===== src/hw/rtl/first_fit_heap_allocator_macros.svh =====
// ----------------------------------------------------------------------------
// first_fit_heap_allocator_macros
// Assertion macros shared by the allocator RTL.
// ----------------------------------------------------------------------------
`ifndef FIRST_FIT_HEAP_ALLOCATOR_MACROS_SVH
`define FIRST_FIT_HEAP_ALLOCATOR_MACROS_SVH

// same-cycle implication, checked on clk with reset masked
`define FFHA_ASSERT_IMP(lbl, ante, cons, msg) \
  lbl: assert property (@(posedge clk) disable iff (!rst_n) (ante) |-> (cons)) \
    else $error(msg);

// next-cycle implication
`define FFHA_ASSERT_NXT(lbl, ante, cons, msg) \
  lbl: assert property (@(posedge clk) disable iff (!rst_n) (ante) |=> (cons)) \
    else $error(msg);

`endif


===== src/hw/rtl/ffha_ram.sv =====
// ----------------------------------------------------------------------------
// ffha_ram
// Single write port, single read port RAM with registered read data.
// ----------------------------------------------------------------------------
module ffha_ram #(
  parameter int DW = 8,
  parameter int AW = 4
) (
  input  logic          clk,
  input  logic          we,
  input  logic [AW-1:0] waddr,
  input  logic [DW-1:0] wdata,
  input  logic [AW-1:0] raddr,
  output logic [DW-1:0] rdata
);

  logic [DW-1:0] mem [2**AW];

  always_ff @(posedge clk) begin
    if (we) begin
      mem[waddr] <= wdata;
    end
    rdata <= mem[raddr];
  end

endmodule


===== config.mk =====
export PLATFORM = sky130hd
export DESIGN_NAME = ffha_ram
export DESIGN_NICKNAME = d
export VERILOG_FILES = /design/src/hw/rtl/first_fit_heap_allocator_macros.svh /design/src/hw/rtl/ffha_ram.sv
export SDC_FILE = /design/constraint.sdc
export NUM_CORES = 1
export LEC_CHECK = 0
export ABC_AREA = 1
export ABC_CLOCK_PERIOD_IN_PS = 1150
export BUFFER_PORTS_ARGS = -buffer_cell sky130_fd_sc_hd__clkbuf_2
export CAP_MARGIN = 0
export CORE_MARGIN = 5
export CORE_UTILIZATION = 56
export CTS_BUF_LIST = sky130_fd_sc_hd__clkbuf_4 sky130_fd_sc_hd__clkbuf_8
export DETAILED_ROUTE_END_ITERATION = 8
export GPL_TIMING_DRIVEN = 1
export PLACE_DENSITY = 0.73
export REMOVE_ABC_BUFFERS = 1
export SLEW_MARGIN = 30
export SYNTH_ARGS = -nofsm -noshare
export SYNTH_HDL_FRONTEND = slang
export SYNTH_SLANG_ARGS = --single-unit

===== constraint.sdc =====
create_clock -name clk -period 1.15 [get_ports clk]
set_input_delay 0.0575 -clock clk [delete_from_list [all_inputs] [get_ports clk]]
set_output_delay 0.0575 -clock clk [all_outputs]
set_load 0.05 [all_outputs]

; Word-level counts from Yosys, hierarchy flattened
; Memory sizes are Yosys's and may differ from the RTL's. A register that Yosys moved wholly into a read port is not among the register bits.
; Cells that the tools add are included.
[op_classes]
muxes = 2
[op_table]
columns = cell, n
row1 = $mux 1, 2
[totals]
ff_bits = 0
ram_bits = 128
word_cells = 3
mem_count = 1
[mem_list]
columns = name, depth, width, rd, rd_ports_with_merged_regs, wr, line_no
row1 = mem, 16, 8, 1, 1, 1, ffha_ram.sv:17  ; logic [DW-1:0] mem [2**AW];

; Logic depth before layout (Yosys ltp)
[depth]
ltp_word = 2
ltp_mapped = 8
ltp_nobuf = 7

; Worst setup path after synthesis
; No wires, ideal clock.
[synth_path]
path_type = input-to-reg
start = input waddr[2]
end = memory mem[10][0] (enable)
t_arrival_ns = 0.638
required_ns = 0.780
path_slack_ns = 0.142
cell_stages = 2
path_buffers = 0
path_cell_list = nand3b_1 > nor2_1
[synth_lines]
columns = element, line_no
row1 = from (decl), ffha_ram.sv:11  ; input logic [AW-1:0] waddr,
row2 = to (decl), ffha_ram.sv:17
; Straight into the memory's write port.

; Final worst setup path
[layout_path]
start = register rdata[0], read port of mem
end = output rdata[0]
[layout_lines]
columns = element, line_no
row1 = from (decl), ffha_ram.sv:14  ; output logic [DW-1:0] rdata
; No word-level cell between the ends.

==> impl_metrics.env <==
export IMPL_outcome="completed"
export IMPL_cp_start_kind="register"
export IMPL_gp_congestion=0.798
export IMPL_dpl_cell_area_mm2=0.00615
export IMPL_vias=3785
export IMPL_core_area_mm2=0.0102
export IMPL_cts_buffer_depth=2
export IMPL_skew_ns=0.00912
export IMPL_cts_root_buf="clkbuf_8"
export IMPL_grt_start_max_net_pins=63
export IMPL_worstPathRequired_ns=1.09
export IMPL_worstMarginPinSlew_ns=0.371
export IMPL_syn_area_per_cell_um2=10.5
export IMPL_synth_seq_area_share=0.694
export IMPL_reg2reg_depth=6
export IMPL_hp_class="input port to register"
export IMPL_diodes=0
export IMPL_overflow=0
export IMPL_hold_viol=0
export IMPL_ir_drop_v=0.000961
export IMPL_crit_path_max_fanout=1
export IMPL_grt_pass1_wl_um=18600
export IMPL_r2r_end="rdata[2]"
export IMPL_drc=0
export IMPL_antenna_found_initial=0
export IMPL_slowest_stage="dfxtp_1"
export IMPL_detail_route_wl_per_cell_um=15.6
export IMPL_tritoncts="yes"
export IMPL_final_util=0.644
export IMPL_syn_to_final_growth_pct=13.8
export IMPL_reg2reg_from="mem[11][2]"
export IMPL_die_area_mm2=0.0124
export IMPL_final_nets=614
export IMPL_worstPathArrival_ns=1.03
export IMPL_slew_headroom=0.753
export IMPL_worstSkewPairLatency_ns=0.44
export IMPL_critPathTopFamily="flip-flops"
export IMPL_worst_path_largest_cell_delay_ns=0.32
export IMPL_syn_area_mm2=0.00577
export IMPL_critPathBufInv=1
export IMPL_first_pass_iters=5
export IMPL_drv_cap=0
export IMPL_fill_cells=785
export IMPL_htree_levels=4
export IMPL_fin_setup_tns_ns=0
export IMPL_leakage_nw=2.87
export IMPL_setup_slack_ns=0.0648
export IMPL_grt_pass1_vias=3716
export IMPL_drt_wl_total_um=11600
export IMPL_cp_cell_sequence="clkbuf_2"
export IMPL_netlist_instances=551
export IMPL_period_needed_ns=1.09
export IMPL_hpwl_um=7340
export IMPL_cts_clk_slew_worst_paths_ns=0.07
export IMPL_cp_depth=1
export IMPL_drtIter0Drc=285
export IMPL_yosys_warnings=0
export IMPL_boundaryPins=26
export IMPL_drv_slew=0
export IMPL_drive_gt1_frac=0.136
export IMPL_cp_end_kind="output port"
export IMPL_reg2reg_slack_ns=0.15
export IMPL_setup_viol=0
export IMPL_rows=37
export IMPL_cts_hold_buf=0
export IMPL_gr_usage_all_layers=0.197
export IMPL_via_per_inst=5.08
export IMPL_synth_cell_types=12
export IMPL_p_per_area_mw_per_mm2=1570
export IMPL_power_mw=10.3
export IMPL_min_period_over_period=0.944
export IMPL_chipHeight_um=111
export IMPL_initial_core_util=0.566
export IMPL_io_buffers=25
export IMPL_synth_seq_cells=136
export IMPL_drt_antenna_violating_nets=0
export IMPL_worstSetupStartpoint="rdata[0]"
export IMPL_stdcell_area_mm2=0.00656
export IMPL_fmax_ghz=0.921
export IMPL_cts_sinks=136
export IMPL_cts_buffers=17
export IMPL_critPathCapture="rdata[0]"
export IMPL_rsz0062_at_grt="no"
export IMPL_dpl_worst_slack_ns=0.0289
export IMPL_crit_type="register to output port"
export IMPL_die_x_um=111
-- worst register-to-register path: stages (launching register included) --
cell and delay [ns]:
edfxtp_1 0.37, inv_1 0.06, nand2_1 0.04, nand3_1 0.11, nand3_1 0.10, nand3_1 0.09, nand2_1 0.10
-- metal layers --
layer	up-vias	part of all wire	track usage
met1	1805	0.43	0.254
met4	0	0.011	0.0787
met3	11	0.057	0.0489
met5	-	0	0
met2	105	0.50	0.324
li1	1864	-	-
-- layout make-up --
type,instances,area [um^2],area share
sequential,136,4000,0.610
multi-input combinational,289,1210,0.185
inverter,102,383,0.0584
timing repair buffer,50,380,0.0580
clock buffer,17,234,0.0357
clock inverter,15,176,0.0269
tap,136,170,0.0259
-- cell usage in the layout, fill, tap and decap left out, drive strengths merged --
| cell type | n |
|---|---|
| nand2 | 173 |
| clkbuf | 42 |
| dfxtp | 8 |
| nor2 | 17 |
| clkinv | 4 |
| inv | 105 |
| edfxtp | 128 |
| nand3b | 2 |
| nand3 | 97 |
| clkinvlp | 5 |
| bufinv | 3 |
| buf | 25 |
-- what timing repair did --
item / CTS / global route
gates resized for setup: 2 / 0
setup endpoints to repair: 2 / 0
buffers inserted: 0 / 0
hold endpoints to repair: 0 / 0
-- worst min-delay path by stage --
stage                         from        end  cells after the start
after floorplan           wdata[0]  mem[0][0]                      0
after global placement    raddr[3]   rdata[3]                      3
after detailed placement  raddr[3]   rdata[3]                      3
after CTS                 raddr[3]   rdata[3]                      3
after global routing      raddr[3]   rdata[3]                      3
final                     raddr[3]   rdata[3]                      3
-- state kept, by name (all words and copies together), names as in the netlist --
register,flops
rdata,8
mem,128
-- through the flow --
step,hold WS [ns],std cells
finish,0.0401,745
global route,0.00511,745
CTS,0.00248,745
detailed placement,0.481,713
global placement,0.478,713
floorplan,0.156,527
-- cells in the mapped netlist --
library cell / instances / area [um^2]
nor2_1: 17 / 63.8
inv_2: 2 / 7.51
buf_1: 1 / 3.75
dfxtp_1: 8 / 160
edfxtp_1: 128 / 3840
nand2_1: 173 / 649
nand3b_1: 2 / 15.0
inv_1: 100 / 375
buf_2: 13 / 65.1
nand3_1: 97 / 485
buf_4: 4 / 30.0
buf_6: 6 / 67.6
-- power breakdown --
part | internal, mW | switching (mW)
logic | 0.227 | 0.562
registers | 5.53 | 0.0321
clock network | 2.15 | 1.82
-- cell families (layout without fill, tap and decap cells) --
group / Yosys count / after routing / synth area share
buffers and inverters: 126 / 184 / 0.0952
DFF: 136 / 136 / 0.694
and+or+nand+nor: 289 / 289 / 0.210
Note: power is estimated with default switching activity, not from simulation.
